### src/design/bsc_pkg.sv
// Shared constants and register codes for the barometric compensation core.
`timescale 1ns / 1ps

package bsc_pkg;

    localparam int RAW_W         = 24;
    localparam int TEMP_W        = 24;
    localparam int PRESS_W       = 32;
    localparam int DIGIT_W       = 16;
    localparam int FRAC_BITS_DEF = 24;

    localparam int CFG_IDX_W  = 3;
    localparam int CFG_DATA_W = 40;

    localparam logic [CFG_IDX_W-1:0] REG_TEMP_COEFFS   = 3'd0;
    localparam logic [CFG_IDX_W-1:0] REG_PRESS_BASE    = 3'd1;
    localparam logic [CFG_IDX_W-1:0] REG_CROSS_COEFFS  = 3'd2;
    localparam logic [CFG_IDX_W-1:0] REG_SQUARE_COEFFS = 3'd3;
    localparam logic [CFG_IDX_W-1:0] REG_CUBIC_COEFF   = 3'd4;
    localparam logic [CFG_IDX_W-1:0] REG_TEMP_SCALE    = 3'd5;
    localparam logic [CFG_IDX_W-1:0] REG_PRESS_SCALE   = 3'd6;

    localparam logic [RAW_W-1:0] SCALE_RESET = 24'd524288;

    localparam logic signed [TEMP_W-1:0]  TEMP_MAX  = 24'sh7FFFFF;
    localparam logic signed [TEMP_W-1:0]  TEMP_MIN  = 24'sh800000;
    localparam logic signed [PRESS_W-1:0] PRESS_MAX = 32'sh7FFFFFFF;
    localparam logic signed [PRESS_W-1:0] PRESS_MIN = 32'sh80000000;

endpackage

### src/design/bsc_mul.sv
// Pipelined signed multiplier, one 16-bit digit of b per stage, with a sideband carried along.
`timescale 1ns / 1ps

module bsc_mul
    import bsc_pkg::*;
#(
    parameter int WA = 32,
    parameter int WB = 16,
    parameter int WS = 1
) (
    input  logic                    aclk,
    input  logic                    aresetn,
    input  logic                    en,
    input  logic                    in_valid,
    input  logic signed [WA-1:0]    a,
    input  logic signed [WB-1:0]    b,
    input  logic [WS-1:0]           side_in,
    output logic                    out_valid,
    output logic signed [WA+WB-1:0] p,
    output logic [WS-1:0]           side_out
);

    localparam int NS  = (WB + DIGIT_W - 1) / DIGIT_W;
    localparam int BXW = NS * DIGIT_W;
    localparam int PW  = WA + WB;

    logic signed [WA-1:0]  a_reg    [NS];
    logic signed [BXW-1:0] b_reg    [NS];
    logic signed [PW-1:0]  acc_reg  [NS];
    logic [WS-1:0]         side_reg [NS];
    logic                  vld_reg  [NS];

    for (genvar k = 0; k < NS; k++) begin : g_stage
        logic signed [WA-1:0]        a_src;
        logic signed [BXW-1:0]       b_src;
        logic signed [PW-1:0]        acc_src;
        logic [WS-1:0]               side_src;
        logic                        vld_src;
        logic signed [DIGIT_W:0]     digit;
        logic signed [WA+DIGIT_W:0]  part;

        if (k == 0) begin : g_first
            assign a_src    = a;
            assign b_src    = BXW'(b);
            assign acc_src  = '0;
            assign side_src = side_in;
            assign vld_src  = in_valid;
        end else begin : g_next
            assign a_src    = a_reg[k-1];
            assign b_src    = b_reg[k-1];
            assign acc_src  = acc_reg[k-1];
            assign side_src = side_reg[k-1];
            assign vld_src  = vld_reg[k-1];
        end

        // top digit carries the sign, the rest are unsigned
        if (k == NS - 1) begin : g_top
            assign digit = {b_src[BXW-1], b_src[k*DIGIT_W +: DIGIT_W]};
        end else begin : g_low
            assign digit = {1'b0, b_src[k*DIGIT_W +: DIGIT_W]};
        end

        assign part = a_src * digit;

        always_ff @(posedge aclk) begin
            if (!aresetn) begin
                vld_reg[k] <= 1'b0;
            end else if (en) begin
                vld_reg[k] <= vld_src;
            end
        end

        always_ff @(posedge aclk) begin
            if (en) begin
                a_reg[k]    <= a_src;
                b_reg[k]    <= b_src;
                acc_reg[k]  <= acc_src + (PW'(part) <<< (k * DIGIT_W));
                side_reg[k] <= side_src;
            end
        end
    end

    assign out_valid = vld_reg[NS-1];
    assign p         = acc_reg[NS-1];
    assign side_out  = side_reg[NS-1];

endmodule

### config.mk
export PLATFORM = sky130hd
export DESIGN_NAME = bsc_mul
export DESIGN_NICKNAME = d
export VERILOG_FILES = /design/src/design/bsc_pkg.sv /design/src/design/bsc_mul.sv
export SDC_FILE = /design/constraint.sdc
export NUM_CORES = 1
export LEC_CHECK = 0
export ABC_AREA = 1
export BUFFER_PORTS_ARGS = -buffer_cell sky130_fd_sc_hd__buf_2
export CORE_MARGIN = 2
export CORE_UTILIZATION = 35
export DETAILED_ROUTE_END_ITERATION = 16
export PLACE_DENSITY = 0.52
export SLEW_MARGIN = 40
export SYNTH_ARGS = -nofsm -noshare
export SYNTH_HDL_FRONTEND = slang
export SYNTH_SLANG_ARGS = --single-unit
### constraint.sdc
create_clock -name aclk -period 14.2 [get_ports aclk]
set_input_delay 0 -clock aclk [delete_from_list [all_inputs] [get_ports aclk]]
set_output_delay 0 -clock aclk [all_outputs]
set_load 0.05 [all_outputs]
=== Yosys cells after proc, flatten, opt, wreduce, memory -nomap -nowiden ===
Memory sizes are Yosys's and may differ from the RTL's.
Cells that the tools add are included.

* Reductions and logical operators: 1
* Multiplexer cells: 7
* Multiply operators: 1

{| class="wikitable"
|+ Operators by type and width
! cell !! count
|-
| $mul A32 B16 Y48 || 1
|-
| $mux W1 || 7
|-
| $reduce_or A1 Y1 || 1
|}

* Bits of input ports: 53
* RAM bits: 50
* Word-level logic and storage cells: 12
* Flip-flop bits (word level): 0
* Output and inout port bits: 50
* Memories: 3

{| class="wikitable"
|+ Memories
! name !! depth !! bits a word !! read ports !! clocked after memory_dff !! wr ports !! line !! source
|-
| acc_reg || 1 || 48 || 1 || 0 || 1 || bsc_mul.sv:29 || <nowiki>logic signed [PW-1:0] acc_reg [NS];</nowiki>
|-
| side_reg || 1 || 1 || 1 || 0 || 1 || bsc_mul.sv:30 || <nowiki>logic [WS-1:0] side_reg [NS];</nowiki>
|-
| vld_reg || 1 || 1 || 1 || 0 || 1 || bsc_mul.sv:31 || <nowiki>logic vld_reg [NS];</nowiki>
|}

=== Depth between registers and ports, before layout ===
Gate-level depths: netlist of the first run.

* Word-level depth: 5
* Mapped depth: 27
* Gate-level depth less buffers: 25

=== Worst setup path after synthesis of the first run ===
OpenSTA, ideal clock, no wires.

* Kind: input -> register
* From: in a[31]
* To: mem acc_reg[0][47] (netlist name), data pin
* Path slack: 9.116 ns
* Arrival time: 4.831 ns
* Setup time: 0.253 ns
* Path buffers: 1
* Required time: 13.947 ns
* Cell stages on the path: 19
* Cells stage by stage: clkbuf_1 > nand2_1 > inv_1 > fa_1 > fa_1 > fa_1 > fa_1 > inv_1 > fa_1 > inv_1 > fa_1 > ha_1 > nand2_1 > nor3_1 > nand2_1 > nor3_2 > nand2_1 > nand3_1 > nand2_1

* Word-level cells in the longest chain between the ends: 1

{| class="wikitable"
|+ RTL lines
! what !! line !! source
|-
| start, declared || bsc_mul.sv:15 || <nowiki>input logic signed [WA-1:0] a,</nowiki>
|-
| $mul A32 B16 Y48 || bsc_mul.sv:63 || <nowiki>assign part = a_src * digit;</nowiki>
|-
| via g_stage[0].part[47] || bsc_mul.sv:40 || <nowiki>logic signed [WA+DIGIT_W:0] part;</nowiki>
|-
| end, declared || bsc_mul.sv:29 ||
|}

The timed path passes the listed nets, and every way through them passes these cells.

=== Worst setup path in the final report of the first run ===
* From: in b[4]
* To: mem acc_reg[0][44] (netlist name), data pin

* Word-level cells in the longest chain between the ends: 1

{| class="wikitable"
|+ RTL lines
! what !! line !! source
|-
| start, declared || bsc_mul.sv:16 || <nowiki>input logic signed [WB-1:0] b,</nowiki>
|-
| $mul A32 B16 Y48 || bsc_mul.sv:63 ||
|-
| via g_stage[0].part[44] || bsc_mul.sv:40 ||
|}

The timed path passes the listed nets, and every way through them passes these cells.

==> results of run 1 <==
-- worst min-delay path by stage --
| stage | start | endpoint | slack [ns] |
|---|---|---|---|
| 4_1_cts | a[0] | acc_reg[0][0]$_DFFE_PP_ | 0.21 |
| 3_3_place_gp | side_in | side_reg[0]$_DFFE_PP_ | 0.18 |
| 3_5_place_dp | side_in | side_reg[0]$_DFFE_PP_ | 0.18 |
| 2_1_floorplan | side_in | side_reg[0]$_DFFE_PP_ | 0.1 |
| 5_1_grt | a[0] | acc_reg[0][0]$_DFFE_PP_ | 0.24 |
| 6_report | a[0] | acc_reg[0][0]$_DFFE_PP_ | 0.21 |
-- worst max-delay path, cell delays in order --
cell and delay [ns]:
buf_2 0.63, nand2_1 0.28, inv_1 0.15, fa_1 0.47, fa_1 0.84, fa_1 0.54, fa_1 0.57, fa_1 0.45
fa_1 0.45, ha_1 0.44, nand2_1 0.10, inv_1 0.08, nand2_1 0.14, nor3_1 0.36, nand2_1 0.14, nor2_1 0.12
nand2_1 0.13, nand4_1 0.12, nand2_1 0.08
-- routing by layer --
layer / track usage / share of wire / vias up
met5: 0 / 0 / -
met4: 0.0437 / 0.021 / 0
met3: 0.0196 / 0.050 / 57
met2: 0.358 / 0.51 / 424
met1: 0.251 / 0.42 / 8291
li1: - / - / 7779
-- cell type report --
| class | instances | area [um2] |
|---|---|---|
| Sequential cell | 50 | 1500 |
| Inverter | 932 | 3500 |
| Tap cell | 782 | 978 |
| Timing Repair Buffer | 110 | 591 |
| Clock inverter | 3 | 28.8 |
| Fill cell | 6376 | 37700 |
| Multi-Input combinational cell | 1732 | 16000 |
| Clock buffer | 5 | 125 |
-- timing repair --
item	in CTS	in global routing
resized for setup	0	0
hold buffers	3	0
hold endpoints to repair	3	0
-- per-stage QoR --
stage          std cells  worst slack (ns)
3_5_place_dp        3602              7.79
3_3_place_gp        3602              7.87
6_report            3614              8.15
2_1_floorplan       2819              9.12
5_1_grt             3614              7.68
4_1_cts             3613              8.14
-- synthesized netlist by cell type, types with 2 or more instances --
master	instances
inv_1	921
nand2_1	850
fa_1	486
ha_1	114
clkbuf_1	105
nor2_1	80
nand3_1	52
edfxtp_1	50
a21oi_1	27
xor2_1	24
nand2_2	21
nand4_1	15
nor2_2	13
inv_2	11
nor3_2	10
nor3_1	6
or2_2	6
nor2_4	5
a21o_1	4
o21bai_1	4
nand3b_1	3
o21ai_0	3
nand3_2	2
xnor2_1	2
-- kinds of logic after synthesis --
group	count (synthesis)	share of synthesized area
compound gates	40	0.0104
simple gates	1066	0.204
fa+ha+maj	600	0.522
flops	50	0.0703
buf+inv	1037	0.182
xor+xnor	26	0.0107
==> impl_metrics.env, run 1 <==
export IMPL_htreeDepth=2
export IMPL_viasPerCell=4.58
export IMPL_worstSetupEndpointType="flip-flop"
export IMPL_grt_pass1_wl_um=96800
export IMPL_fmax_mhz=165
export IMPL_cts_tree="built"
export IMPL_yosysTopAreaCellShare=0.456
export IMPL_io_pin_count=103
export IMPL_nNetsFinal=3484
export IMPL_whs_path_depth=3
export IMPL_antennaDiodeCount=0
export IMPL_largest_reg_flops=48
export IMPL_gp_congestion=0.900
export IMPL_synth_top_area_cell="fa_1"
export IMPL_slew_viol_final=0
export IMPL_dr_pass1_iters=6
export IMPL_grt_max_degree=52
export IMPL_startpoint_type="input pin"
export IMPL_synth_ff_type="edfxtp_1"
export IMPL_status="finished clean"
export IMPL_min_period_ns=6.05
export IMPL_ys_ff_latch=50
export IMPL_cp_max_fo=32
export IMPL_fin_tns_setup_ns=0
export IMPL_synth_area_leaders="fa_1 46%, inv_1 16%, nand2_1 15%, edfxtp_1 7.0%, ha_1 6.7%"
export IMPL_grt_pass1_vias=17900
export IMPL_cts_sinks=50
export IMPL_cts_setup_buffers=0
export IMPL_syn_nets=3472
export IMPL_dp_final_hpwl_um=50100
export IMPL_grt_usage=0.196
export IMPL_slew_headroom=0.420
export IMPL_netlist_instances=2819
export IMPL_final_common_cell="inv_1"
export IMPL_fp_dieArea_um2=63000
export IMPL_grt_antenna_before_repair=0
export IMPL_startpoint="b[4]"
export IMPL_die_w_um=251
export IMPL_stdcell_area_um2=22700
export IMPL_critPathCapture="acc_reg[0][44]$_DFFE_PP_"
export IMPL_drc_errors=0
export IMPL_drive_above_1_share=0.0650
export IMPL_wl_um=59100
export IMPL_cts_buffers=5
export IMPL_post_dp_cell_area_um2=22500
export IMPL_synth_warnings=0
export IMPL_clkTransAtPathRegs_ns=0.09
export IMPL_rsz0062_at_grt="false"
export IMPL_finalSetupViolations=0
export IMPL_clockRootBuffer="clkbuf_16"
export IMPL_hold_class="in2reg"
export IMPL_yosysSeqAreaShare=0.0703
export IMPL_ys_types=29
export IMPL_via_count=16600
export IMPL_final_hold_viol_count=0
export IMPL_core_um2=60400
export IMPL_worstMarginPinSlew_ns=0.870
export IMPL_initial_core_util=0.354
export IMPL_final_core_util=0.376
export IMPL_io_buffer_count=102
export IMPL_wl_per_cell_um=16.3
export IMPL_synth_edf_count=50
export IMPL_syn_area_per_cell_um2=7.58
export IMPL_fin_crit_sh=0.426
export IMPL_critPathKind="in2reg"
export IMPL_area_delta_synth_final_pct=6.22
export IMPL_maxCapViolations=0
export IMPL_final_antenna_net_count=0
export IMPL_hold_slack_ns=0.213
export IMPL_std_cell_rows=90
export IMPL_crit_arrival_ns=6.11
export IMPL_die_height_um=251
export IMPL_syn_area_um2=21400
export IMPL_required_ns=14.27
export IMPL_drt_iter0_markers=987
export IMPL_grt_overflow=0
export IMPL_cts_max_path_buffers=2
export IMPL_mostFrequentLayoutCells="921 x inv_1, 850 x nand2_1, 486 x fa_1"
export IMPL_async_reset_ff_frac=0
Power of run 1 is left out: the tool's default activity adds up to more than one toggle a clock period on the data nets, which glitch-free logic cannot reach.
==> inputs of run 2 (changes only) <==
clock period = 5.65 ns   (was 14.2 ns; I/O delays follow)
==> run 2 against run 1 <==
  * Cell area grew 3.2%
  * Die area is the same
  * Worst hold slack lost 0.044 ns
  * Worst setup slack lost 7.8 ns
  * Utilization grew 1.2 points
  * Sequential share of layout area shrank 0.21 points
  * Critical path depth grew 2
  * Global-route usage grew 0.58 points
  * Routed wire length grew 2.6%
  * Flip-flop and latch count is the same
  * First-iteration DRC count shrank 14%
  * Cell count grew 2.1%
  * Highest routed layer unchanged
==> impl_metrics.env, run 2 (same netlist as run 1, synthesis figures left out) <==
export IMPL_grt_overflow=0
export IMPL_worst_path_buf_inv=6
export IMPL_nNetsFinal=3560
export IMPL_cts_max_path_buffers=2
export IMPL_crit_arrival_ns=5.34
export IMPL_grt_pass1_wl_um=99600
export IMPL_crit_path_frequent_cell="fa_1"
export IMPL_maxCapViolations=0
export IMPL_required_ns=5.73
export IMPL_std_cell_rows=90
export IMPL_rsz0062_at_grt="false"
export IMPL_die_height_um=251
export IMPL_path_delay_family="adder cells"
export IMPL_grt_pass1_vias=18600
export IMPL_worstMarginPinSlew_ns=0.724
export IMPL_grt_max_degree=52
export IMPL_fin_tns_setup_ns=0
export IMPL_drc_errors=0
export IMPL_mostFrequentLayoutCells="921 x inv_1, 850 x nand2_1, 486 x fa_1"
export IMPL_drt_iter0_markers=853
export IMPL_grt_antenna_before_repair=2
export IMPL_slew_viol_final=0
export IMPL_die_w_um=251
export IMPL_min_period_ns=5.26
export IMPL_cp_max_fo=16
export IMPL_area_delta_synth_final_pct=9.63
export IMPL_fmax_mhz=190
export IMPL_cp_cell_sequence="buf_2 -> nand2_1 -> fa_1 -> inv_1 -> fa_1 -> inv_1 -> fa_1 -> inv_1 -> fa_1 -> fa_1 -> inv_1 -> fa_1 -> inv_1 -> ha_1 -> nand2_1 -> nor2_1 -> nand2_1 -> nor3_2 -> nand3_1 -> nand4_1 -> nand2_1"
export IMPL_fp_dieArea_um2=63000
export IMPL_dr_pass1_iters=5
export IMPL_io_pin_count=103
export IMPL_final_antenna_net_count=0
export IMPL_slew_headroom=0.517
export IMPL_clockRootBuffer="clkbuf_16"
export IMPL_hold_class="in2reg"
export IMPL_core_um2=60400
export IMPL_hp_start="a[0]"
export IMPL_cts_buffers=5
export IMPL_fillCellCount=6351
export IMPL_finalSetupViolations=0
export IMPL_worstSetupEndpointType="flip-flop"
export IMPL_initial_core_util=0.354
export IMPL_viasPerCell=4.56
export IMPL_cts_tree="built"
export IMPL_gp_congestion=0.888
export IMPL_startpoint="a[27]"
export IMPL_htreeDepth=2
export IMPL_grt_usage=0.202
export IMPL_slowest_delay_ns=0.55
export IMPL_dp_final_hpwl_um=50400
export IMPL_critPathKind="in2reg"
export IMPL_cts_setup_buffers=0
export IMPL_wl_um=60600
export IMPL_via_count=16800
export IMPL_io_buffer_count=102
export IMPL_final_common_cell="inv_1"
export IMPL_fin_crit_sh=0.931
export IMPL_status="finished clean"
export IMPL_wl_per_cell_um=16.4
export IMPL_drive_above_1_share=0.0894
export IMPL_startpoint_type="input pin"
export IMPL_cp_slowest_cell="fa_1"
export IMPL_final_hold_viol_count=0
export IMPL_clkTransAtPathRegs_ns=0.09
export IMPL_largest_reg_flops=48
export IMPL_cts_sinks=50
run 2: cell count changes in the layout (fill, tap and decap cells not counted):
cell | before | now
buf_4 | 4 | 67
buf_12 | 1 | 14
clkinv_2 | 0 | 1
clkinvlp_4 | 0 | 1
diode_2 | 0 | 1
inv_6 | 1 | 0
inv_8 | 1 | 0
run 2: area by class of cell:
cell class / instances / area (um2) / area share
Inverter: 932 / 3500 / 0.149
Tap cell: 782 / 978 / 0.0418
Sequential cell: 50 / 1500 / 0.0641
Clock buffer: 5 / 125 / 0.00534
Antenna cell: 1 / 2.50 / 0.000107
Multi-Input combinational cell: 1732 / 16000 / 0.682
Timing Repair Buffer: 186 / 1320 / 0.0565
Clock inverter: 3 / 21.3 / 0.000909
run 2: repair_timing:
item	4_1_cts	5_1_grt
hold buffers	3	0
gates resized for setup	0	0
hold endpoints to repair	3	0
run 2: path summary, 6_finish.rpt:
kind,endpoint,slack (ns),depth (start not counted)
max,acc_reg[0][39]$_DFFE_PP_,0.39,21
min,acc_reg[0][0]$_DFFE_PP_,0.17,3
run 2: stage by stage:
| step | area, um2 | util | instances | setup slack (ns) | hold slack (ns) |
|---|---|---|---|---|---|
| after global placement | 23200 | 0.385 | 3679 | 0.0474 | 0.180 |
| after global routing | 23400 | 0.388 | 3691 | 0.129 | 0.179 |
| after CTS | 23400 | 0.388 | 3690 | 0.413 | 0.161 |
| after detailed placement | 23200 | 0.385 | 3679 | 0.0751 | 0.188 |
| after floorplan | 21400 | - | 2819 | 0.566 | 0.0989 |
| final | 23400 | 0.388 | 3691 | 0.389 | 0.170 |
run 2: routing by layer:
| metal | vias up | routed length, um | GRT usage |
|---|---|---|---|
| li1 | 7933 | - | - |
| met1 | 8391 | 26200 | 0.263 |
| met2 | 424 | 30200 | 0.362 |
| met3 | 92 | 2530 | 0.0170 |
| met4 | 0 | 1630 | 0.0532 |
| met5 | - | 0 | 0 |
Power of run 2 is left out for the same reason.
