`src/design/bsc_skid.sv`:
```
// Output register with a skid slot; upstream pipeline advances whenever the slot is free.
`timescale 1ns / 1ps

module bsc_skid #(
    parameter int W = 8
) (
    input  logic         aclk,
    input  logic         aresetn,
    input  logic         in_valid,
    output logic         in_ready,
    input  logic [W-1:0] in_data,
    output logic         out_valid,
    input  logic         out_ready,
    output logic [W-1:0] out_data
);

    logic         out_valid_reg, out_valid_next;
    logic [W-1:0] out_data_reg, out_data_next;
    logic         skid_valid_reg, skid_valid_next;
    logic [W-1:0] skid_data_reg, skid_data_next;

    assign in_ready = !skid_valid_reg;

    always_comb begin
        out_valid_next  = out_valid_reg;
        out_data_next   = out_data_reg;
        skid_valid_next = skid_valid_reg;
        skid_data_next  = skid_data_reg;
        if (skid_valid_reg) begin
            if (out_ready) begin
                out_data_next   = skid_data_reg;
                skid_valid_next = 1'b0;
            end
        end else if (in_valid) begin
            if (!out_valid_reg || out_ready) begin
                out_valid_next = 1'b1;
                out_data_next  = in_data;
            end else begin
                skid_valid_next = 1'b1;
                skid_data_next  = in_data;
            end
        end else if (out_ready) begin
            out_valid_next = 1'b0;
        end
    end

    always_ff @(posedge aclk) begin
        if (!aresetn) begin
            out_valid_reg  <= 1'b0;
            skid_valid_reg <= 1'b0;
        end else begin
            out_valid_reg  <= out_valid_next;
            skid_valid_reg <= skid_valid_next;
        end
    end

    always_ff @(posedge aclk) begin
        out_data_reg  <= out_data_next;
        skid_data_reg <= skid_data_next;
    end

    assign out_valid = out_valid_reg;
    assign out_data  = out_data_reg;

endmodule

```
`config.mk`:
```
export PLATFORM = sky130hd
export DESIGN_NAME = bsc_skid
export DESIGN_NICKNAME = d
export VERILOG_FILES = /design/src/design/bsc_skid.sv
export SDC_FILE = /design/constraint.sdc
export NUM_CORES = 1
export LEC_CHECK = 0
export BUFFER_PORTS_ARGS = -buffer_cell sky130_fd_sc_hd__buf_4
export CORE_MARGIN = 3
export CORE_UTILIZATION = 51
export CTS_CLUSTER_SIZE = 12
export DETAILED_ROUTE_END_ITERATION = 12
export GPL_ROUTABILITY_DRIVEN = 0
export PLACE_DENSITY = 0.8
export SLEW_MARGIN = 20
export SYNTH_ARGS = -nofsm -noshare
export SYNTH_HDL_FRONTEND = slang
export SYNTH_SLANG_ARGS = --single-unit
export TNS_END_PERCENT = 50
```
`constraint.sdc`:
```
create_clock -name aclk -period 3.4 [get_ports aclk]
set_input_delay 0.68 -clock aclk [delete_from_list [all_inputs] [get_ports aclk]]
set_output_delay 0.68 -clock aclk [all_outputs]
set_load 0.1 [all_outputs]
```
[Word-level counts from Yosys, hierarchy flattened]
Cells that the tools add are included.
Operators by class
  equality and inequality tests: 2
  mux-type cells: 11
  bitwise logic cells: 2
  reduce and logical (&&, ||, !) cells: 9
Operators by type and width (count)
  $mux W8: 4
  $reduce_and A3 Y1: 3
  $mux W1: 7
  $reduce_bool A2 Y1: 3
  $logic_not A1 Y1: 2
  $ne A2 B1 Y1 const B: 1
  $ne A2 B2 Y1 const B: 1
  $not A1 Y1: 2
  $logic_or A1 B1 Y1: 1
Storage, ports and cells
  register bits after elaboration: 18
  bits of input ports: 12
  output and inout port bits: 10
  logic and storage cells: 28

[Longest topological paths before layout]
Gate-level depths: netlist of run 1.
  word-level depth: 5
  depth in mapped cells: 3
  depth with buffers taken out: 2

[Worst setup path after synthesis of run 1]
No wires, ideal clock.
  path kind: register -> register
  start point: register out_valid_reg, in the netlist out_valid
  end point: register skid_data_reg[0] (enable)
  data arrival time: 1.748 ns
  required time: 3.017 ns
  path slack: 1.269 ns
  cell stages (with the launch flop): 3
  path buffers: 0
  period minus slack after synthesis: 2.131 ns
  cell sequence: dfxtp_1 -> nand2_1 -> nor3_1
Between the ends
  cells in the longest elaborated chain, start to end: 4
Ends and longest elaborated chain
  from (decl): line 17  | logic out_valid_reg, out_valid_next;
  from (signal assigned): line 52  | out_valid_reg <= out_valid_next;
  $logic_not A1 Y1: line 35  | if (!out_valid_reg || out_ready) begin
  $logic_or A1 B1 Y1: line 35
  $not A1 Y1 (no line)
  $reduce_and A3 Y1 (no line)
  to (signal assigned): line 59  | skid_data_reg <= skid_data_next;
  to (decl): line 20  | logic [W-1:0] skid_data_reg, skid_data_next;
No other way between the ends.
A chain may end at the register's enable or synchronous reset.

[Worst setup path in the final report of run 1]
  start point: register skid_valid_reg
  end point: output port in_ready
Between the ends
  cells in the longest elaborated chain, start to end: 1
Ends and longest elaborated chain
  from (decl): line 19  | logic skid_valid_reg, skid_valid_next;
  from (signal assigned): line 53  | skid_valid_reg <= skid_valid_next;
  $logic_not A1 Y1: line 22  | assign in_ready = !skid_valid_reg;
  to (decl): line 10  | output logic in_ready,
No other way between the ends.

==> flow_metrics.env, run 1 <==
export IMPL_antenna_found_initial=0
export IMPL_grt_overflow_total=0
export IMPL_synth_top_area_cell="edfxtp_1"
export IMPL_hp_class="flip-flop to flip-flop"
export IMPL_avgRoutedWirePerCell_um=14.7
export IMPL_grt_pass1_vias=392
export IMPL_cts_resized=0
export IMPL_tritoncts="done"
export IMPL_ioPinCount=22
export IMPL_clock_skew_final_ns=0.00120
export IMPL_hold_buffers=0
export IMPL_power_density_nw_per_um2=523
export IMPL_multiInputGateArea_um2=164
export IMPL_drtIter0Drc=2
export IMPL_via_count=384
export IMPL_cp_end_kind="output port"
export IMPL_leakage_nw=0.347
export IMPL_worstHoldPathCells=2
export IMPL_insertion_delay_ns=0.28
export IMPL_n_antenna_cell=0
export IMPL_grt_first_pass_wirelength_um=1790
export IMPL_setup_tns_ns=0
export IMPL_synth_cells=38
export IMPL_area_growth_pct=27.2
export IMPL_tightestPinTransition_ns=0.998
export IMPL_synth_nets=50
export IMPL_fin_crit_sh=0.596
export IMPL_fp_dieArea_um2=1850
export IMPL_coreArea_um2=1200
export IMPL_cts_max_level=1
export IMPL_crit_type="flip-flop to output port"
export IMPL_worstSetupStartpoint="skid_valid_reg"
export IMPL_fillerInstances=80
export IMPL_portBuffers=21
export IMPL_nets=75
export IMPL_syn_cell_area_um2=699
export IMPL_clk_path_buf_depth=2
export IMPL_synth_cell_types=15
export IMPL_first_pass_iters=2
export IMPL_avgSynthCellArea_um2=18.4
export IMPL_worst_ep_required_time_ns=2.72
export IMPL_ys_ff_latch=18
export IMPL_grt_setup_unrepaired="false"
export IMPL_outcome="complete, no violations"
export IMPL_vdd_drop_max_v=0.000277
export IMPL_ant_nets=0
export IMPL_cap_violations=0
export IMPL_drive_gt1_frac=0.532
export IMPL_power_mw=0.465
export IMPL_die_height_um=43.0
export IMPL_r2r_start="skid_valid_reg"
export IMPL_cp_max_fo=14
export IMPL_yosysWarnings=0
export IMPL_worstSetupStartpointType="flip-flop"
export IMPL_drc=0
export IMPL_fin_crit_ns=2.03
export IMPL_ys_top_cells_by_area="edfxtp_1 (69%), mux2_4 (11%), dfxtp_1 (5.7%)"
export IMPL_min_delay_start="out_valid"
export IMPL_grt_max_degree=15
export IMPL_hold_viol_final=0
export IMPL_seqCellArea_um2=520
export IMPL_clkTransAtPathRegs_ns=0.09
export IMPL_slew_violations=0
export IMPL_via_per_inst=5.05
export IMPL_cts_made_buffers=3
export IMPL_die_width_um=43.0
export IMPL_max_freq_mhz=494
export IMPL_rows=12
export IMPL_cp_arrival_ns=1.35
export IMPL_yosys_area_top_type_share=0.687
export IMPL_maxSlewHeadroom=0.330
export IMPL_start_util=0.582
export IMPL_ys_seq_area_frac=0.744
export IMPL_post_cts_setup_buffers=0
export IMPL_clkSinkCount=18
export IMPL_root_buffer="clkbuf_4"
export IMPL_ff2ff_path_depth=1
export IMPL_setup_viol_count_final=0
export IMPL_grtUsageTotal=0.138
export IMPL_wirelength_um=1120
[placed cells by master, fill, tap and decap left out]
| master | n |
|---|---|
| a21oi_1 | 1 |
| buf_4 | 21 |
| clkbuf_4 | 3 |
| clkinv_1 | 1 |
| dfxtp_1 | 2 |
| edfxtp_1 | 16 |
| inv_2 | 1 |
| mux2_2 | 3 |
| mux2_4 | 5 |
| nand2_1 | 2 |
| nand2b_1 | 1 |
| nand3b_1 | 1 |
| nor2_1 | 1 |
| nor2b_1 | 1 |
| nor3_1 | 1 |
| o21ai_0 | 1 |
| o22a_1 | 1 |
[per-stage QoR]
stage | instances | cell area, um2 | worst slack (ns) | utilization | hold WS, ns
detailed placement | 72 | 863 | 1.40 | 0.719 | 0.497
global route | 76 | 890 | 1.29 | 0.741 | 0.544
floorplan | 38 | 699 | 1.27 | - | 0.523
finish | 76 | 890 | 1.37 | 0.741 | 0.508
global placement | 72 | 863 | 1.44 | 0.719 | 0.482
CTS | 76 | 890 | 1.38 | 0.741 | 0.505
[worst paths after layout]
| kind | endpoint | slack (ns) |
|---|---|---|
| worst max-delay path | in_ready | 1.37 |
| worst max register to register | skid_data_reg[1] | 1.62 |
| worst min register to register | out_valid | 0.51 |
| worst min-delay path | out_valid | 0.51 |
[kinds of logic (layout without fill, tap and decap cells)]
logic type / Yosys count / in the layout / synth area share
DFF: 18 / 18 / 0.744
muxes: 8 / 8 / 0.156
and+or+nand+nor: 7 / 7 / 0.0519
AOI/OAI and AO/OA: 3 / 3 / 0.0268
buffers and inverters: 2 / 26 / 0.0215
[report_power, final]
part           internal, mW  switching, mW
combinational        0.0284         0.0761
clock                0.0425         0.0586
sequential            0.254        0.00561
[cell usage after synthesis (all sizes together)]
cell    number
nand3b       1
nand2b       1
o21ai        1
o22a         1
edfxtp      16
nor2b        1
nor3         1
inv          1
a21oi        1
dfxtp        2
nand2        2
nor2         1
mux2         8
buf          1
[critical path: stages, from the launching register on]
cell	delay (ns)
dfxtp_1	0.74
inv_2	0.07
buf_4	0.25
[area by class of cell]
class / count / share of cell area
clock buffer: 3 / 0.0253
multi-input combinational: 18 / 0.184
clock inverter: 1 / 0.00422
sequential: 18 / 0.585
timing repair buffer: 21 / 0.177
tap: 14 / 0.0197
inverter: 1 / 0.00422
[layer usage]
metal	wire length, um	GRT usage
met1	422	0.147
met5	0	0
met4	6	0.0542
met2	621	0.249
met3	69	0.0424
(Power assumes the default switching activity.)
==> run 2: changes to the inputs <==
--- a/config.mk
+++ b/config.mk
@@ -5,13 +5,14 @@
 export SDC_FILE = /design/constraint.sdc
 export NUM_CORES = 1
 export LEC_CHECK = 0
+export ABC_AREA = 1
 export BUFFER_PORTS_ARGS = -buffer_cell sky130_fd_sc_hd__buf_4
 export CORE_MARGIN = 3
-export CORE_UTILIZATION = 51
+export CORE_UTILIZATION = 47
 export CTS_CLUSTER_SIZE = 12
 export DETAILED_ROUTE_END_ITERATION = 12
 export GPL_ROUTABILITY_DRIVEN = 0
-export PLACE_DENSITY = 0.8
+export PLACE_DENSITY = 0.74
 export SLEW_MARGIN = 20
 export SYNTH_ARGS = -nofsm -noshare
 export SYNTH_HDL_FRONTEND = slang
==> constraint.sdc (replaced) <==
create_clock -name aclk -period 2 [get_ports aclk]
set_input_delay 0.4 -clock aclk [delete_from_list [all_inputs] [get_ports aclk]]
set_output_delay 0.4 -clock aclk [all_outputs]
set_load 0.1 [all_outputs]
==> run 2 against run 1 <==
Effect of this change:
- critical path depth is the same
- worst hold slack lost 0.21 ns
- synthesized area grew 2.9%
- clock skew grew 0.0019 ns
- worst setup slack lost 1.0 ns
- design area grew 1.5%
- largest power group unchanged
==> flow_metrics.env, run 2 <==
export IMPL_die_height_um=45.1
export IMPL_portBuffers=21
export IMPL_fillerInstances=116
export IMPL_tightestPinTransition_ns=0.458
export IMPL_outcome="complete, no violations"
export IMPL_p_seq_frac=0.554
export IMPL_nets=99
export IMPL_drc=0
export IMPL_cp_end_kind="output port"
export IMPL_fp_dieArea_um2=2040
export IMPL_insertion_delay_ns=0.28
export IMPL_slew_violations=0
export IMPL_yosysWarnings=0
export IMPL_grt_max_degree=12
export IMPL_synth_common_cells="nand2_1 (30), edfxtp_1 (16), inv_1 (7)"
export IMPL_yosys_area_top_type_share=0.668
export IMPL_p_comb_frac=0.230
export IMPL_die_width_um=45.1
export IMPL_grtUsageTotal=0.144
export IMPL_r2r_start="skid_valid_reg"
export IMPL_ys_ff_latch=18
export IMPL_synth_nets=74
export IMPL_synthArstFlopShare=0
export IMPL_dpl_cell_count=97
export IMPL_avgRoutedWirePerCell_um=12.9
export IMPL_clk_path_buf_depth=2
export IMPL_ant_nets=0
export IMPL_hold_viol_final=0
export IMPL_synth_adder_area_share=0
export IMPL_synth_top_family_by_area="simple AND/OR/NAND/NOR gates"
export IMPL_synthFlopType="edfxtp_1"
export IMPL_layout_commonest_cell="nand2_1"
export IMPL_synth_top_area_cell="edfxtp_1"
export IMPL_cts_made_buffers=3
export IMPL_coreArea_um2=1370
export IMPL_hold_path_end="skid_data_reg[1]"
export IMPL_synth_edff_count=16
export IMPL_grt_pass1_vias=535
export IMPL_crit_type="flip-flop to output port"
export IMPL_setup_viol_count_final=0
export IMPL_cts_max_level=1
export IMPL_area_growth_pct=25.6
export IMPL_tritoncts="done"
export IMPL_pwr_share_clk=0.216
export IMPL_leakage_nw=0.412
export IMPL_muxShareOfSynthArea=0
export IMPL_wirelength_um=1290
export IMPL_rows=13
export IMPL_post_synth_top_count_cell="nand2_1"
export IMPL_hp_class="input pin to flip-flop"
export IMPL_worst_ep_required_time_ns=1.60
export IMPL_avgSynthCellArea_um2=11.6
export IMPL_rr_endpoint="out_data[0]"
export IMPL_synth_cells=62
export IMPL_cp_arrival_ns=1.24
export IMPL_grt_overflow_total=0
export IMPL_cp_max_fo=11
export IMPL_switching_share=0.312
export IMPL_clkSinkCount=18
export IMPL_synth_compound_area_frac=0.0243
export IMPL_ff2ff_path_depth=3
export IMPL_p_switching_mw=0.247
export IMPL_via_per_inst=4.99
export IMPL_grt_setup_unrepaired="false"
export IMPL_post_cts_setup_buffers=0
export IMPL_hold_buffers=0
export IMPL_syn_cell_area_um2=719
export IMPL_fin_crit_sh=0.820
export IMPL_layout_common_cells="nand2_1 (30), buf_4 (22), edfxtp_1 (16)"
export IMPL_setup_tns_ns=0
export IMPL_maxSlewHeadroom=0.695
export IMPL_worstHoldPathCells=1
export IMPL_cap_violations=0
export IMPL_synth_cell_types=10
export IMPL_instances_no_fill=100
export IMPL_ioPinCount=22
export IMPL_grt_first_pass_wirelength_um=2020
export IMPL_fin_util=0.661
export IMPL_seqCellArea_um2=520
export IMPL_n_antenna_cell=0
export IMPL_ys_top_cells_by_area="edfxtp_1 (67%), nand2_1 (16%), dfxtp_1 (5.6%)"
export IMPL_first_pass_iters=4
export IMPL_drive_gt1_frac=0.318
export IMPL_synth_xor_area_frac=0
export IMPL_drtIter0Drc=9
export IMPL_start_util=0.527
export IMPL_intPower_mw=0.543
export IMPL_min_delay_start="in_data[1]"
export IMPL_antenna_found_initial=0
export IMPL_synth_simple_area_share=0.184
export IMPL_ys_seq_area_frac=0.723
export IMPL_max_freq_mhz=610
export IMPL_post_dp_hpwl_um=950
export IMPL_rrSetupSlack_ns=0.53
export IMPL_clock_skew_final_ns=0.00313
export IMPL_fin_crit_ns=1.64
export IMPL_worstSetupStartpointType="flip-flop"
export IMPL_multiInputGateArea_um2=150
export IMPL_via_count=499
export IMPL_clkTransAtPathRegs_ns=0.09
export IMPL_vdd_drop_max_v=0.000558
export IMPL_cts_resized=0
export IMPL_root_buffer="clkbuf_4"
export IMPL_power_density_nw_per_um2=874
## run 2: cell count changes in the layout (fill, tap and decap cells not counted), moves of 3 or more
cell / delta
nand2_1: +28
inv_1: +7
mux2_4: -5
mux2_2: -3
## run 2: final cells by class
| type | instances | share of cell area |
|---|---|---|
| timing repair buffer | 22 | 0.183 |
| inverter | 7 | 0.0291 |
| tap | 15 | 0.0208 |
| sequential | 18 | 0.576 |
| multi-input combinational | 35 | 0.166 |
| clock buffer | 3 | 0.0249 |
## run 2: how the worst max path moves through the flow
stage / startpoint / end / slack [ns] / cells after the start
after floorplan: out_valid / skid_data_reg[0] / 0.15 / 4
after global placement: skid_valid_reg / out_data[4] / 0.66 / 3
after detailed placement: skid_valid_reg / out_data[6] / 0.56 / 3
after CTS: skid_valid_reg / in_ready / 0.36 / 2
after global routing: skid_valid_reg / in_ready / 0.32 / 2
final: skid_valid_reg / in_ready / 0.36 / 2
## run 2: layer usage
metal / part of all wire / up-vias / wire, um / global-route usage
met4: 0.0054 / 0 / 7 / 0.105
met1: 0.42 / 238 / 544 / 0.147
met2: 0.52 / 16 / 672 / 0.260
met5: 0 / - / 0 / 0
li1: - / 243 / - / -
met3: 0.053 / 2 / 68 / 0.0239
## run 2: worst max-delay path, stage by stage (launching register included)
cell and delay [ns]:
dfxtp_1 0.33, inv_1 0.27, buf_4 0.36
## run 2: cell families after synthesis
group,Yosys count
and+or+nand+nor,33
AOI/OAI and AO/OA,2
DFF,18
buffers and inverters,9
## run 2: power by group through the flow
stage	Clock [mW]	Sequential, mW	Combinational, mW
floorplan	0	0.548	0.0332
global placement	0	0.446	0.180
detailed placement	0	0.446	0.182
CTS	0.174	0.438	0.183
global route	0.186	0.440	0.189
finish	0.171	0.438	0.182
## run 2: stage by stage
step	hold WS, ns	setup slack [ns]	instance area [um2]	power (mW)
CTS	0.291	0.364	903	0.795
global route	0.288	0.321	903	0.815
floorplan	0.490	0.153	719	0.581
detailed placement	0.512	0.563	881	0.629
finish	0.297	0.359	903	0.790
global placement	0.505	0.658	881	0.626
==> run 3: changes to the inputs <==
--- a/config.mk
+++ b/config.mk
@@ -5,14 +5,14 @@
 export SDC_FILE = /design/constraint.sdc
 export NUM_CORES = 1
 export LEC_CHECK = 0
-export ABC_AREA = 1
+export ABC_AREA = 0
 export BUFFER_PORTS_ARGS = -buffer_cell sky130_fd_sc_hd__buf_4
 export CORE_MARGIN = 3
-export CORE_UTILIZATION = 47
+export CORE_UTILIZATION = 42
 export CTS_CLUSTER_SIZE = 12
 export DETAILED_ROUTE_END_ITERATION = 12
 export GPL_ROUTABILITY_DRIVEN = 0
-export PLACE_DENSITY = 0.74
+export PLACE_DENSITY = 0.7
 export SLEW_MARGIN = 20
 export SYNTH_ARGS = -nofsm -noshare
 export SYNTH_HDL_FRONTEND = slang
==> constraint.sdc (replaced) <==
create_clock -name aclk -period 1.4 [get_ports aclk]
set_input_delay 0.28 -clock aclk [delete_from_list [all_inputs] [get_ports aclk]]
set_output_delay 0.28 -clock aclk [all_outputs]
set_load 0.1 [all_outputs]
==> run 3 against run 2 <==
Effect of this change:
- power rose by 46%
- via count fell by 17%
- utilization fell by 5.0 points
==> flow_metrics.env, run 3 (synthesized netlist as in run 1, its figures left out) <==
export IMPL_tightestPinTransition_ns=0.331
export IMPL_portBuffers=21
export IMPL_antenna_found_initial=0
export IMPL_via_per_inst=4.98
export IMPL_instances_no_fill=83
export IMPL_place_ws_ns=0.179
export IMPL_coreArea_um2=1540
export IMPL_dpl_cell_count=79
export IMPL_slew_violations=0
export IMPL_worstSetupStartpointType="flip-flop"
export IMPL_cp_end_kind="output port"
export IMPL_crit_slowest_cell="dfxtp_1"
export IMPL_drive_gt1_frac=0.597
export IMPL_cp_max_fo=4
export IMPL_cp_arrival_ns=1.06
export IMPL_power_density_nw_per_um2=1220
export IMPL_ioPinCount=22
export IMPL_p_switching_mw=0.348
export IMPL_drtIter0Drc=5
export IMPL_seqCellArea_um2=524
export IMPL_fin_ws_ns=0.0632
export IMPL_whs_ns=0.176
export IMPL_wirelength_um=1050
export IMPL_switching_share=0.302
export IMPL_fin_util=0.611
export IMPL_fin_crit_sh=0.955
export IMPL_clkTransAtPathRegs_ns=0.09
export IMPL_crit_type="flip-flop to output port"
export IMPL_setup_tns_ns=0
export IMPL_fin_crit_ns=1.34
export IMPL_cts_made_buffers=3
export IMPL_wl_met3_um=87
export IMPL_slowest_delay_ns=0.34
export IMPL_multiInputGateArea_um2=169
export IMPL_grt_setup_unrepaired="false"
export IMPL_vdd_drop_max_v=0.000633
export IMPL_n_antenna_cell=0
export IMPL_fillerInstances=117
export IMPL_wirelength_met1_um=465
export IMPL_drc=0
export IMPL_rows=14
export IMPL_ant_nets=0
export IMPL_start_util=0.454
export IMPL_avgRoutedWirePerCell_um=12.7
export IMPL_insertion_delay_ns=0.29
export IMPL_die_height_um=46.8
export IMPL_via_count=413
export IMPL_tritoncts="done"
export IMPL_intPower_mw=0.803
export IMPL_top_layer="met4"
export IMPL_clkSinkCount=18
export IMPL_outcome="complete, no violations"
export IMPL_setup_viol_count_final=0
export IMPL_grt_max_degree=11
export IMPL_cts_max_level=1
export IMPL_die_width_um=46.8
export IMPL_max_freq_mhz=748
export IMPL_cp_cell_sequence="buf_4 > inv_2 > buf_6"
export IMPL_grtUsageTotal=0.114
export IMPL_met2WireLength_um=486
export IMPL_nets=80
export IMPL_leakage_nw=0.378
export IMPL_grt_pass1_vias=406
export IMPL_p_comb_frac=0.231
export IMPL_grt_overflow_total=0
export IMPL_cap_violations=0
export IMPL_pwr_share_clk=0.226
export IMPL_clk_path_buf_depth=2
export IMPL_post_dp_hpwl_um=828
export IMPL_p_seq_frac=0.544
export IMPL_first_pass_iters=2
export IMPL_hold_viol_final=0
export IMPL_worst_ep_required_time_ns=1.12
export IMPL_area_growth_pct=34.7
export IMPL_maxSlewHeadroom=0.779
export IMPL_layout_common_cells="buf_4 (25), edfxtp_1 (16), mux2_4 (5)"
export IMPL_layout_commonest_cell="buf_4"
export IMPL_clock_skew_final_ns=0.000855
export IMPL_root_buffer="clkbuf_4"
export IMPL_hp_class="input pin to flip-flop"
export IMPL_grt_first_pass_wirelength_um=1700
export IMPL_fp_dieArea_um2=2190
-- run 3: changes by cell type in the layout (fill, tap and decap cells not counted), sizes merged, moves of 4 or more --
cell / delta
buf: +4
inv: -6
mux2: +8
nand2: -28
-- run 3: area by class of cell --
| type | count | area share |
|---|---|---|
| Multi-Input combinational cell | 18 | 0.179 |
| Clock buffer | 4 | 0.0279 |
| Timing Repair Buffer | 26 | 0.211 |
| Inverter | 1 | 0.00398 |
| Sequential cell | 18 | 0.556 |
| Tap cell | 16 | 0.0212 |
-- run 3: power groups by stage --
stage               combinational (mW)  sequential [mW]  clock, mW
floorplan                       0.0484            0.782          0
global placement                 0.263            0.637          0
detailed placement               0.265            0.638          0
CTS                              0.266            0.626      0.279
global route                     0.276            0.629      0.290
finish                           0.265            0.625      0.260
-- run 3: routing by layer --
metal	vias to the layer above	global-route usage
met5	-	0
met4	0	0.0829
met3	2	0.0230
met2	19	0.154
met1	191	0.163
li1	201	-
-- run 3: per-stage QoR --
step | cell area, um2 | total power [mW]
6_report | 942 | 1.15
5_1_grt | 942 | 1.20
4_1_cts | 942 | 1.17
3_5_place_dp | 912 | 0.903
3_3_place_gp | 912 | 0.900
2_1_floorplan | 708 | 0.831
-- run 3: worst max-delay path, delay by kind of cell (launching register included) --
family	cells	cell delay, ns
DFF	1	0.34
buffers and inverters	3	0.43
-- run 3: path summary, 6_finish.rpt --
check             slack (ns)            from  cells after the start                to
hold reg to reg         0.52       out_valid                      2         out_valid
setup reg to reg        0.18  skid_valid_reg                      2       out_data[1]
hold / removal          0.18      in_data[7]                      1  skid_data_reg[7]
setup / recovery        0.06  skid_valid_reg                      3          in_ready
-- run 3: repair_timing --
item / CTS / global route
resized for setup: 1 / 0
setup buffers: 0 / 0
hold buffers: 0 / 0
setup endpoints to repair: 1 / 0
